$ cat src/rtl/tcp_reno_window_control_defines.svh
// assertion macros for the tcp reno window controller
// included by the top level; expects clk and rst_n in scope
`ifndef TCP_RENO_WINDOW_CONTROL_DEFINES_SVH
`define TCP_RENO_WINDOW_CONTROL_DEFINES_SVH

// same-cycle implication, checked outside reset
`define TCPRWC_ASSERT_NOW(lbl, ante, cons, msg) \
    lbl: assert property (@(posedge clk) disable iff (!rst_n) (ante) |-> (cons)) \
        else $error(msg);

// next-cycle implication, checked outside reset
`define TCPRWC_ASSERT_NEXT(lbl, ante, cons, msg) \
    lbl: assert property (@(posedge clk) disable iff (!rst_n) (ante) |=> (cons)) \
        else $error(msg);

`endif

$ cat src/rtl/tcprwc_pkg.sv
// shared types and constants for the tcp reno window controller
// no dependencies
package tcprwc_pkg;

    // fixed point and field widths
    localparam int FRAC_BITS_DEFAULT = 16;
    localparam int WIN_W             = 32;
    localparam int ACK_W             = 32;
    localparam int CMD_W             = 2;
    localparam int DUP_W             = 8;

    // configuration port
    localparam int CFG_INDEX_W = 1;
    localparam int CFG_DATA_W  = 32;
    localparam logic [CFG_INDEX_W-1:0] CFG_INITIAL_WINDOW    = 1'b0;
    localparam logic [CFG_INDEX_W-1:0] CFG_INITIAL_THRESHOLD = 1'b1;
    localparam logic [WIN_W-1:0] INITIAL_WINDOW_RESET    = 32'd65536;
    localparam logic [WIN_W-1:0] INITIAL_THRESHOLD_RESET = 32'd4194304;

    // duplicate ack counting
    localparam logic [DUP_W-1:0] DUP_LIMIT = 8'd3;
    localparam logic [DUP_W-1:0] DUP_MAX   = 8'hFF;

    // event codes
    typedef enum logic [CMD_W-1:0] {
        CMD_DUPACK  = 2'd0,
        CMD_NEWACK  = 2'd1,
        CMD_TIMEOUT = 2'd2,
        CMD_CHECK   = 2'd3
    } cmd_code_t;

    typedef enum logic {
        PHASE_OPEN     = 1'b0,
        PHASE_RECOVERY = 1'b1
    } phase_t;

    // controller states
    typedef enum logic [2:0] {
        ST_INIT,
        ST_IDLE,
        ST_DECIDE,
        ST_DIV,
        ST_COMMIT
    } ctl_state_t;

    // controller to datapath
    typedef struct packed {
        logic init_load;
        logic capture;
        logic div_start;
        logic commit;
    } ctl_cmd_t;

    // datapath to controller
    typedef struct packed {
        logic needs_div;
        logic div_done;
    } ctl_status_t;

endpackage

$ cat src/rtl/tcprwc_channels.sv
// handshake channel interfaces for events in and results out
// depends on tcprwc_pkg
interface tcprwc_event_if;
    logic                           valid;
    logic                           ready;
    logic [tcprwc_pkg::CMD_W-1:0]   command;
    logic [tcprwc_pkg::ACK_W-1:0]   ack_number;

    modport source (output valid, output command, output ack_number, input ready);
    modport sink   (input valid, input command, input ack_number, output ready);
endinterface

interface tcprwc_result_if;
    logic                           valid;
    logic                           ready;
    logic                           retransmit;
    logic [tcprwc_pkg::WIN_W-1:0]   window_now;
    logic [tcprwc_pkg::WIN_W-1:0]   threshold_now;
    logic                           in_recovery;

    modport source (output valid, output retransmit, output window_now,
                    output threshold_now, output in_recovery, input ready);
    modport sink   (input valid, input retransmit, input window_now,
                    input threshold_now, input in_recovery, output ready);
endinterface

$ cat src/rtl/tcprwc_recip.sv
// iterative restoring divider for the saturated reciprocal 2^(2*FRAC_BITS) / w
// one quotient bit per cycle; depends on tcprwc_pkg
module tcprwc_recip #(
    parameter int FRAC_BITS = tcprwc_pkg::FRAC_BITS_DEFAULT
) (
    input  logic                         clk,
    input  logic                         rst_n,
    input  logic                         start,
    input  logic [tcprwc_pkg::WIN_W-1:0] divisor,
    output logic                         done,
    output logic [tcprwc_pkg::WIN_W-1:0] quotient
);
    localparam int W     = tcprwc_pkg::WIN_W;
    localparam int DW    = 2 * FRAC_BITS + 1;
    localparam int QW    = (DW > W) ? DW : W + 1;
    localparam int CNT_W = $clog2(DW);

    logic             busy_reg, busy_next;
    logic             done_reg, done_next;
    logic [CNT_W-1:0] cnt_reg, cnt_next;
    logic [W-1:0]     rem_reg, rem_next;
    logic [QW-1:0]    quo_reg, quo_next;
    logic [W-1:0]     dsr_reg, dsr_next;

    logic             last_step;
    logic [W:0]       trial;
    logic [W:0]       diff;
    logic             fits;

    // one restoring step: the dividend has a single set bit, fed in first
    assign last_step = (cnt_reg == CNT_W'(DW - 1));
    assign trial     = {rem_reg, (cnt_reg == '0)};
    assign fits      = (trial >= {1'b0, dsr_reg});
    assign diff      = trial - {1'b0, dsr_reg};

    always_comb
    begin
        busy_next = busy_reg;
        done_next = 1'b0;
        cnt_next  = cnt_reg;
        rem_next  = rem_reg;
        quo_next  = quo_reg;
        dsr_next  = dsr_reg;
        priority if (start)
        begin
            busy_next = 1'b1;
            cnt_next  = '0;
            rem_next  = '0;
            quo_next  = '0;
            dsr_next  = divisor;
        end
        else if (busy_reg)
        begin
            rem_next = fits ? diff[W-1:0] : trial[W-1:0];
            quo_next = {quo_reg[QW-2:0], fits};
            cnt_next = cnt_reg + CNT_W'(1);
            if (last_step)
            begin
                busy_next = 1'b0;
                done_next = 1'b1;
            end
        end
    end

    // control state
    always_ff @(posedge clk or negedge rst_n)
    begin
        if (!rst_n)
        begin
            busy_reg <= 1'b0;
            done_reg <= 1'b0;
            cnt_reg  <= '0;
        end
        else
        begin
            busy_reg <= busy_next;
            done_reg <= done_next;
            cnt_reg  <= cnt_next;
        end
    end

    // working registers
    always_ff @(posedge clk)
    begin
        rem_reg <= rem_next;
        quo_reg <= quo_next;
        dsr_reg <= dsr_next;
    end

    // saturate on zero divisor or a quotient past 32 bits
    assign done     = done_reg;
    assign quotient = ((dsr_reg == '0) || (|quo_reg[QW-1:W])) ? '1 : quo_reg[W-1:0];

endmodule

$ cat src/rtl/tcprwc_datapath.sv
// datapath: configuration, congestion state, event registers and result registers
// depends on tcprwc_pkg and tcprwc_recip
module tcprwc_datapath #(
    parameter int FRAC_BITS = tcprwc_pkg::FRAC_BITS_DEFAULT
) (
    input  logic                               clk,
    input  logic                               rst_n,
    input  tcprwc_pkg::ctl_cmd_t               ctl,
    output tcprwc_pkg::ctl_status_t            status,
    input  logic                               cfg_we,
    input  logic [tcprwc_pkg::CFG_INDEX_W-1:0] cfg_index,
    input  logic [tcprwc_pkg::CFG_DATA_W-1:0]  cfg_data,
    input  logic [tcprwc_pkg::CMD_W-1:0]       command,
    input  logic [tcprwc_pkg::ACK_W-1:0]       ack_number,
    output logic                               retransmit,
    output logic [tcprwc_pkg::WIN_W-1:0]       window_now,
    output logic [tcprwc_pkg::WIN_W-1:0]       threshold_now,
    output logic                               in_recovery
);
    localparam int W = tcprwc_pkg::WIN_W;
    localparam logic [W-1:0] ONE_FIXED = W'(1) << FRAC_BITS;

    logic [W-1:0]                     cfg_window_reg;
    logic [W-1:0]                     cfg_threshold_reg;

    tcprwc_pkg::cmd_code_t            cmd_reg;
    logic [tcprwc_pkg::ACK_W-1:0]     ack_reg;

    logic [W-1:0]                     window_reg, window_next;
    logic [W-1:0]                     threshold_reg, threshold_next;
    logic [tcprwc_pkg::DUP_W-1:0]     dup_count_reg, dup_count_next;
    tcprwc_pkg::phase_t               phase_reg, phase_next;
    logic [tcprwc_pkg::ACK_W-1:0]     mark_reg, mark_next;
    logic                             retransmitted_reg, retransmitted_next;

    logic                             retransmit_reg, retransmit_next;
    logic [W-1:0]                     window_now_reg;
    logic [W-1:0]                     threshold_now_reg;
    logic                             in_recovery_reg;

    logic [tcprwc_pkg::DUP_W-1:0]     dup_inc;
    logic                             slow_start;
    logic [W-1:0]                     growth;
    logic [W:0]                       grown_sum;
    logic [W-1:0]                     window_grown;
    logic [W-1:0]                     recip_q;
    logic                             recip_done;

    // configuration registers, loaded into the state once after reset
    always_ff @(posedge clk or negedge rst_n)
    begin
        if (!rst_n)
        begin
            cfg_window_reg    <= tcprwc_pkg::INITIAL_WINDOW_RESET;
            cfg_threshold_reg <= tcprwc_pkg::INITIAL_THRESHOLD_RESET;
        end
        else if (cfg_we)
        begin
            unique case (cfg_index)
                tcprwc_pkg::CFG_INITIAL_WINDOW:    cfg_window_reg    <= cfg_data;
                tcprwc_pkg::CFG_INITIAL_THRESHOLD: cfg_threshold_reg <= cfg_data;
            endcase
        end
    end

    // event capture
    always_ff @(posedge clk)
    begin
        if (ctl.capture)
        begin
            cmd_reg <= tcprwc_pkg::cmd_code_t'(command);
            ack_reg <= ack_number;
        end
    end

    // reciprocal of the current window
    tcprwc_recip #(
        .FRAC_BITS (FRAC_BITS)
    ) u_recip (
        .clk      (clk),
        .rst_n    (rst_n),
        .start    (ctl.div_start),
        .divisor  (window_reg),
        .done     (recip_done),
        .quotient (recip_q)
    );

    // window growth, saturating
    assign slow_start   = (window_reg < threshold_reg);
    assign growth       = slow_start ? ONE_FIXED : recip_q;
    assign grown_sum    = {1'b0, window_reg} + {1'b0, growth};
    assign window_grown = grown_sum[W] ? '1 : grown_sum[W-1:0];

    assign status.needs_div = (cmd_reg == tcprwc_pkg::CMD_NEWACK) && !slow_start;
    assign status.div_done  = recip_done;

    // event update
    always_comb
    begin
        dup_inc = (dup_count_reg == tcprwc_pkg::DUP_MAX) ? dup_count_reg
                                                        : dup_count_reg + 8'd1;
        window_next        = window_reg;
        threshold_next     = threshold_reg;
        dup_count_next     = dup_count_reg;
        phase_next         = phase_reg;
        mark_next          = mark_reg;
        retransmitted_next = retransmitted_reg;
        retransmit_next    = 1'b0;
        unique case (cmd_reg)
            tcprwc_pkg::CMD_DUPACK:
            begin
                dup_count_next = dup_inc;
                if ((phase_reg == tcprwc_pkg::PHASE_OPEN) && (dup_inc == tcprwc_pkg::DUP_LIMIT))
                begin
                    phase_next     = tcprwc_pkg::PHASE_RECOVERY;
                    mark_next      = ack_reg;
                    threshold_next = window_reg >> 1;
                    window_next    = window_reg >> 1;
                end
                if ((phase_next == tcprwc_pkg::PHASE_RECOVERY) && !retransmitted_reg)
                begin
                    retransmitted_next = 1'b1;
                    retransmit_next    = 1'b1;
                end
            end
            tcprwc_pkg::CMD_NEWACK:
            begin
                dup_count_next = '0;
                window_next    = window_grown;
                if ((phase_reg == tcprwc_pkg::PHASE_RECOVERY) && (ack_reg < mark_reg))
                begin
                    retransmit_next = 1'b1;
                end
                else
                begin
                    retransmitted_next = 1'b0;
                end
            end
            tcprwc_pkg::CMD_TIMEOUT:
            begin
                phase_next     = tcprwc_pkg::PHASE_OPEN;
                threshold_next = window_reg >> 1;
                window_next    = ONE_FIXED;
                dup_count_next = '0;
            end
            tcprwc_pkg::CMD_CHECK:
            begin
                if ((phase_reg == tcprwc_pkg::PHASE_RECOVERY) && (ack_reg > mark_reg))
                begin
                    phase_next     = tcprwc_pkg::PHASE_OPEN;
                    dup_count_next = '0;
                end
            end
        endcase
    end

    // window and threshold, loaded from configuration after reset
    always_ff @(posedge clk)
    begin
        if (ctl.init_load)
        begin
            window_reg    <= cfg_window_reg;
            threshold_reg <= cfg_threshold_reg;
        end
        else if (ctl.commit)
        begin
            window_reg    <= window_next;
            threshold_reg <= threshold_next;
        end
    end

    // loss tracking state
    always_ff @(posedge clk or negedge rst_n)
    begin
        if (!rst_n)
        begin
            dup_count_reg     <= '0;
            phase_reg         <= tcprwc_pkg::PHASE_OPEN;
            mark_reg          <= '0;
            retransmitted_reg <= 1'b0;
        end
        else if (ctl.commit)
        begin
            dup_count_reg     <= dup_count_next;
            phase_reg         <= phase_next;
            mark_reg          <= mark_next;
            retransmitted_reg <= retransmitted_next;
        end
    end

    // result registers
    always_ff @(posedge clk)
    begin
        if (ctl.commit)
        begin
            retransmit_reg    <= retransmit_next;
            window_now_reg    <= window_next;
            threshold_now_reg <= threshold_next;
            in_recovery_reg   <= (phase_next == tcprwc_pkg::PHASE_RECOVERY);
        end
    end

    assign retransmit    = retransmit_reg;
    assign window_now    = window_now_reg;
    assign threshold_now = threshold_now_reg;
    assign in_recovery   = in_recovery_reg;

endmodule

$ cat src/rtl/tcprwc_controller.sv
// controller: sequences capture, reciprocal, commit and the result handshake
// depends on tcprwc_pkg
module tcprwc_controller (
    input  logic                    clk,
    input  logic                    rst_n,
    input  logic                    in_valid,
    output logic                    in_ready,
    output logic                    out_valid,
    input  logic                    out_ready,
    input  tcprwc_pkg::ctl_status_t status,
    output tcprwc_pkg::ctl_cmd_t    ctl
);
    tcprwc_pkg::ctl_state_t state_reg, state_next;
    logic                   out_valid_reg, out_valid_next;
    logic                   out_free;

    // result slot is free when empty or being taken this cycle
    assign out_free = !out_valid_reg || out_ready;

    // next state
    always_comb
    begin
        state_next = state_reg;
        unique case (state_reg)
            tcprwc_pkg::ST_INIT:   state_next = tcprwc_pkg::ST_IDLE;
            tcprwc_pkg::ST_IDLE:
            begin
                if (in_valid)
                begin
                    state_next = tcprwc_pkg::ST_DECIDE;
                end
            end
            tcprwc_pkg::ST_DECIDE:
            begin
                state_next = status.needs_div ? tcprwc_pkg::ST_DIV : tcprwc_pkg::ST_COMMIT;
            end
            tcprwc_pkg::ST_DIV:
            begin
                if (status.div_done)
                begin
                    state_next = tcprwc_pkg::ST_COMMIT;
                end
            end
            tcprwc_pkg::ST_COMMIT:
            begin
                if (out_free)
                begin
                    state_next = tcprwc_pkg::ST_IDLE;
                end
            end
            default:               state_next = tcprwc_pkg::ST_INIT;
        endcase
    end

    // outputs
    always_comb
    begin
        ctl.init_load = (state_reg == tcprwc_pkg::ST_INIT);
        ctl.capture   = (state_reg == tcprwc_pkg::ST_IDLE) && in_valid;
        ctl.div_start = (state_reg == tcprwc_pkg::ST_DECIDE) && status.needs_div;
        ctl.commit    = (state_reg == tcprwc_pkg::ST_COMMIT) && out_free;
        in_ready      = (state_reg == tcprwc_pkg::ST_IDLE);
    end

    // result valid flag
    always_comb
    begin
        priority if (ctl.commit)
        begin
            out_valid_next = 1'b1;
        end
        else if (out_ready)
        begin
            out_valid_next = 1'b0;
        end
        else
        begin
            out_valid_next = out_valid_reg;
        end
    end

    always_ff @(posedge clk or negedge rst_n)
    begin
        if (!rst_n)
        begin
            state_reg     <= tcprwc_pkg::ST_INIT;
            out_valid_reg <= 1'b0;
        end
        else
        begin
            state_reg     <= state_next;
            out_valid_reg <= out_valid_next;
        end
    end

    assign out_valid = out_valid_reg;

endmodule

$ cat src/rtl/tcp_reno_window_control.sv
// top level of the tcp reno window controller
// depends on tcprwc_pkg, tcprwc_channels, tcprwc_controller, tcprwc_datapath
//
// Reno congestion window controller: each event transaction (duplicate ack,
// new ack, timeout, recovery check) yields one result transaction with the
// retransmit request, window, threshold and recovery flag after the event.
// Window and threshold are unsigned fixed point with FRAC_BITS fraction bits.
// After reset the configured initial window and threshold are loaded in the
// init state, and events are taken from then on, one at a time. An accepted
// event passes through the decide and commit states, and its result is
// registered at commit; the next event is accepted once the controller is back
// in idle. A new ack outside slow start also runs the bit-serial reciprocal
// divider, 2*FRAC_BITS+1 steps, in the divide state before commit.
// The next event is accepted while an earlier result still waits in the
// output register; its own result is held back until that one is taken.
`include "tcp_reno_window_control_defines.svh"

module tcp_reno_window_control #(
    parameter int FRAC_BITS = tcprwc_pkg::FRAC_BITS_DEFAULT
) (
    input  logic                               clk,
    input  logic                               rst_n,
    tcprwc_event_if.sink                       events,
    tcprwc_result_if.source                    results,
    input  logic                               cfg_we,
    input  logic [tcprwc_pkg::CFG_INDEX_W-1:0] cfg_index,
    input  logic [tcprwc_pkg::CFG_DATA_W-1:0]  cfg_data
);
    tcprwc_pkg::ctl_cmd_t    ctl;
    tcprwc_pkg::ctl_status_t status;
    logic                    ev_taken;
    logic                    rtx_shown;

    // sequencing and handshakes
    tcprwc_controller u_ctrl (
        .clk       (clk),
        .rst_n     (rst_n),
        .in_valid  (events.valid),
        .in_ready  (events.ready),
        .out_valid (results.valid),
        .out_ready (results.ready),
        .status    (status),
        .ctl       (ctl)
    );

    // state, arithmetic and result registers
    tcprwc_datapath #(
        .FRAC_BITS (FRAC_BITS)
    ) u_dp (
        .clk           (clk),
        .rst_n         (rst_n),
        .ctl           (ctl),
        .status        (status),
        .cfg_we        (cfg_we),
        .cfg_index     (cfg_index),
        .cfg_data      (cfg_data),
        .command       (events.command),
        .ack_number    (events.ack_number),
        .retransmit    (results.retransmit),
        .window_now    (results.window_now),
        .threshold_now (results.threshold_now),
        .in_recovery   (results.in_recovery)
    );

    // checks
    assign ev_taken  = events.valid && events.ready;
    assign rtx_shown = results.valid && results.retransmit;

    `TCPRWC_ASSERT_NEXT(a_one_at_a_time, ev_taken, !events.ready, "event accepted while busy")
    `TCPRWC_ASSERT_NEXT(a_commit_shows, ctl.commit, results.valid, "result not presented")
    `TCPRWC_ASSERT_NOW(a_rtx_in_recovery, rtx_shown, results.in_recovery, "retransmit while open")
    `TCPRWC_ASSERT_NOW(a_div_blocks_input, status.div_done, !events.ready, "input open in divide")

endmodule
$ cat src/flat_wrapper.sv
// flat-port wrapper written by rule: the top's interface ports become plain ports
module tcp_reno_window_control_flat 
#(
    parameter int FRAC_BITS = tcprwc_pkg::FRAC_BITS_DEFAULT
)
  (clk, rst_n, cfg_we, cfg_index, cfg_data, events_valid, events_command, events_ack_number, events_ready, results_valid, results_retransmit, results_window_now, results_threshold_now, results_in_recovery, results_ready);
  tcprwc_event_if events_i ();
  tcprwc_result_if results_i ();
  input  logic clk;
  input  logic rst_n;
  input  logic cfg_we;
  input  logic [tcprwc_pkg::CFG_INDEX_W-1:0] cfg_index;
  input  logic [tcprwc_pkg::CFG_DATA_W-1:0] cfg_data;
  input wire logic [$bits(events_i.valid)-1:0] events_valid;
  input wire logic [$bits(events_i.command)-1:0] events_command;
  input wire logic [$bits(events_i.ack_number)-1:0] events_ack_number;
  output wire logic [$bits(events_i.ready)-1:0] events_ready;
  output wire logic [$bits(results_i.valid)-1:0] results_valid;
  output wire logic [$bits(results_i.retransmit)-1:0] results_retransmit;
  output wire logic [$bits(results_i.window_now)-1:0] results_window_now;
  output wire logic [$bits(results_i.threshold_now)-1:0] results_threshold_now;
  output wire logic [$bits(results_i.in_recovery)-1:0] results_in_recovery;
  input wire logic [$bits(results_i.ready)-1:0] results_ready;
  assign events_i.valid = events_valid;
  assign events_i.command = events_command;
  assign events_i.ack_number = events_ack_number;
  assign events_ready = events_i.ready;
  assign results_valid = results_i.valid;
  assign results_retransmit = results_i.retransmit;
  assign results_window_now = results_i.window_now;
  assign results_threshold_now = results_i.threshold_now;
  assign results_in_recovery = results_i.in_recovery;
  assign results_i.ready = results_ready;
  tcp_reno_window_control #(.FRAC_BITS(FRAC_BITS)) u_core (.clk(clk), .rst_n(rst_n), .events(events_i), .results(results_i), .cfg_we(cfg_we), .cfg_index(cfg_index), .cfg_data(cfg_data));
endmodule
$ cat config.mk
export PLATFORM = sky130hd
export DESIGN_NAME = tcp_reno_window_control_flat
export DESIGN_NICKNAME = d
export VERILOG_FILES = /design/src/rtl/tcprwc_pkg.sv /design/src/rtl/tcprwc_channels.sv /design/src/rtl/tcprwc_recip.sv /design/src/rtl/tcprwc_datapath.sv /design/src/rtl/tcprwc_controller.sv /design/src/rtl/tcp_reno_window_control.sv /design/src/flat_wrapper.sv
export VERILOG_INCLUDE_DIRS = /design/src /design/src/rtl
export SDC_FILE = /design/constraint.sdc
export NUM_CORES = 1
export LEC_CHECK = 0
export ABC_AREA = 1
export BUFFER_PORTS_ARGS = -buffer_cell sky130_fd_sc_hd__buf_2
export CORE_MARGIN = 2
export CORE_UTILIZATION = 40
export CTS_CLUSTER_DIAMETER = 30
export CTS_CLUSTER_SIZE = 20
export DETAILED_ROUTE_END_ITERATION = 8
export SLEW_MARGIN = 10
export SYNTH_ARGS = -nofsm -noshare
export SYNTH_HDL_FRONTEND = slang
export SYNTH_HIERARCHICAL = 1
export SYNTH_SLANG_ARGS = --single-unit
export TNS_END_PERCENT = 20
$ cat constraint.sdc
create_clock -name clk -period 9.8 [get_ports clk]
set_input_delay 1.47 -clock clk [delete_from_list [all_inputs] [get_ports clk]]
set_output_delay 1.47 -clock clk [all_outputs]
set_load 0.005 [all_outputs]
==> results.toml <==
[worst_setup_path]
crit_start = "u_core/u_dp/window_reg[1]$_DFFE_PP_"
r2r-start = "u_core/u_dp/window_reg[1]$_DFFE_PP_"
required_ns = 10.20
ff2ff_path_depth = 22
crit_arrival_ns = 6.54
critPathLaunchType = "flip-flop"
critical_path_class = "reg2reg"
ff2ff_setup_slack_ns = 3.67
crit_fanout = 33
end_kind = "flip-flop"
rr_endpoint = "u_core/u_dp/window_reg[12]$_DFFE_PP_"
endpoint = "u_core/u_dp/window_reg[12]$_DFFE_PP_"

[cts]
cts_buffers = 91
clockRootBuffer = "clkbuf_16"
cts.clk_slew.worst_paths_ns = 0.05
cts_sinks = 379
clock_insertion_delay_worst_skew_ns = 0.66
clock_tree.buffer_depth = 3
htreeDepth = 3
cts_setup_buffers = 0
cts_hold_buf = 0
cts_resized = 0
cts_tree = "built"

[cells_and_area]
finalNonFillerCells = 4126
n_fill_cell = 5816
utilization = 0.487
seq_area_um2 = 10100
area_delta_synth_final_pct = 20.2
final_nets = 3486
drive_gt1_frac = 0.123
mostFrequentLayoutCells = "1,100 x nand2_1, 496 x inv_1, 218 x nand3_1"
antenna_cells = 0
multi_input_area_um2 = 10900
layout_commonest_cell = "nand2_1"
largest_reg_flops = 33

[place]
gp_congestion = 0.979
dp_cells = 3954
place.detailed.hpwl_um = 50500
dp_slack_ns = 3.68
numPortBuffers = 139

[floorplanning]
core.rowCount = 88
coreArea_um2 = 57700
dieHeight_um = 246
dieWidth_um = 246
io_pins = 140
initial_utilization = 0.405
dieArea_um2 = 60400

[pwr]
finalPower_w = 0.0106
powerDensity_nw_per_um2 = 376
vdd_drop_max_mv = 0.179
p_leak_nw = 14.4

[drt]
firstDrtPassIters = 5
viasPerCell = 5.00
drt-initial-drc-count = 1686
wl_um = 69500
wire_per_inst_um = 16.8
num_vias = 20600
final_antenna_net_count = 0
drcViolationCount = 0

[timing]
worst_pin_slew_ns = 1.18
max_slew_margin = 0.210
setup_violations = 0
setup_slack_ns = 3.67
setup_tns_ns = 0
finClkSkew_ns = 0.0602
grt_setup_unrepaired = "false"
fmaxAchievable_mhz = 163
finalCritPeriodShare = 0.626
min_period_ns = 6.13
final_max_slew_viol_count = 0
hold_violations = 0

[run]
drv_cap = 0

[synth]
syn_area_um2 = 23400
syn_area_per_cell_um2 = 7.48
yosys_warnings = 6
ys_async_sr_fraction = 0.311
synthDistinctLibCells = 48
synthFlopType = "edfxtp_1"
ys_ff_latch = 379
seq_area_frac_synth = 0.434
synth_edf_count = 196
synth_cells = 3126
synth_nets = 3330

[worst_hold_path]
hp-class = "reg2reg"

[global_routing]
grt_usage = 0.233
grt_max_degree = 68
grt_pass1_vias = 20100
grt_pass1_wl_um = 110000
antenna_found_initial = 0
gr-total-overflow = 0

[status]
status = "finished clean"
power breakdown:
part	internal [W]	total, W	switching, W
logic	0.00146	0.00457	0.00311
registers	0.00239	0.00276	0.000376
clock network	0.00220	0.00324	0.00104
synthesized netlist by cell type (2+ instances only):
cell | number | area [µm²]
a21boi_0 | 31 | 233
o21ai_1 | 8 | 40.0
xnor2_1 | 15 | 131
nor2_2 | 8 | 50.1
dfrtp_1 | 116 | 2900
nor2_1 | 156 | 586
a21o_1 | 4 | 30.0
buf_6 | 6 | 67.6
dfstp_2 | 2 | 52.6
inv_2 | 8 | 30.0
nor4_1 | 11 | 68.8
a21oi_1 | 119 | 596
o21ai_2 | 8 | 70.1
nand3b_1 | 10 | 75.1
o21bai_1 | 6 | 45.0
ha_1 | 130 | 1630
inv_1 | 497 | 1870
nand4_1 | 39 | 244
o22ai_1 | 50 | 313
xor2_1 | 13 | 114
buf_4 | 8 | 60.1
nand3_2 | 22 | 220
nor3_1 | 23 | 115
nand3_1 | 218 | 1090
buf_12 | 2 | 40.0
nand2_1 | 1103 | 4140
o211ai_1 | 2 | 15.0
clkinv_1 | 4 | 15.0
o21a_1 | 4 | 30.0
o21ai_0 | 113 | 566
or2_2 | 2 | 12.5
clkbuf_1 | 63 | 236
and2_1 | 7 | 43.8
dfxtp_1 | 65 | 1300
buf_1 | 9 | 33.8
and3_1 | 2 | 12.5
buf_2 | 7 | 35.0
edfxtp_1 | 196 | 5890
nor2_4 | 7 | 78.8
nand2_2 | 16 | 100
nand3b_2 | 8 | 90.1
fa_1 | 2 | 40.0
metrics by stage:
step	hold WS, ns	area [µm²]
after floorplan	0.444	23400
after CTS	0.468	28100
final	0.465	28100
after global placement	0.461	24700
after detailed placement	0.459	24700
after global routing	0.493	28100
layout make-up:
cell class	count	share of cell area
multi-input cells	2141	0.387
flip-flops and latches	379	0.361
clock buffers	107	0.0853
inverters	509	0.0680
clock inverters	65	0.0343
well taps	765	0.0341
repair buffers	160	0.0305
critical path, stage by stage, from the launching register on:
cell and delay, ns:
edfxtp_1 0.56, ha_1 0.37, a21oi_1 0.16, o21ai_0 0.08, nor3b_1 0.14, o21ai_0 0.30, nand2_1 0.20, nand2_1 0.83
a21boi_0 0.28, ha_1 0.32, fa_1 0.43, nand2_1 0.09, nand2_1 0.08, nand3_1 0.09, nand2_1 0.13, nand2_1 0.11
nand2_1 0.10, a21oi_2 0.93, o21ai_0 0.25, a21oi_1 0.19, nand2_1 0.08, nand2_1 0.06, nand2_1 0.06
worst min path at each step:
stage / from / end / slack, ns / cells after the start
after floorplan: u_core/u_dp/u_recip/rem_reg[16]$_SDFFE_PP0P_ / u_core/u_dp/u_recip/rem_reg[16]$_SDFFE_PP0P_ / 0.44 / 2
after global placement: u_core/u_dp/u_recip/rem_reg[19]$_SDFFE_PP0P_ / u_core/u_dp/u_recip/rem_reg[19]$_SDFFE_PP0P_ / 0.46 / 2
after detailed placement: u_core/u_dp/u_recip/rem_reg[21]$_SDFFE_PP0P_ / u_core/u_dp/u_recip/rem_reg[21]$_SDFFE_PP0P_ / 0.46 / 2
after CTS: u_core/u_dp/u_recip/rem_reg[21]$_SDFFE_PP0P_ / u_core/u_dp/u_recip/rem_reg[21]$_SDFFE_PP0P_ / 0.47 / 2
after global routing: u_core/u_dp/u_recip/rem_reg[29]$_SDFFE_PP0P_ / u_core/u_dp/u_recip/rem_reg[29]$_SDFFE_PP0P_ / 0.49 / 2
final: u_core/u_dp/u_recip/rem_reg[21]$_SDFFE_PP0P_ / u_core/u_dp/u_recip/rem_reg[21]$_SDFFE_PP0P_ / 0.46 / 2
per-layer routing:
metal,part of all wire,track usage,wire length [µm],vias up
met3,0.067,0.0367,4620,101
met4,0.029,0.0906,2010,0
met2,0.44,0.360,30900,688
met5,0,0,0,-
li1,-,-,-,10400
met1,0.46,0.327,32000,9470
kinds of logic after synthesis:
kind of cell / after synthesis / share of synthesized area
AO/OA/AOI/OAI: 346 / 0.0833
XOR/XNOR: 28 / 0.0105
adder cells (fa/ha/maj): 132 / 0.0713
buffers and inverters: 606 / 0.103
flip-flops: 379 / 0.434
AND/OR/NAND/NOR: 1635 / 0.298
(Power assumes the default switching activity.)
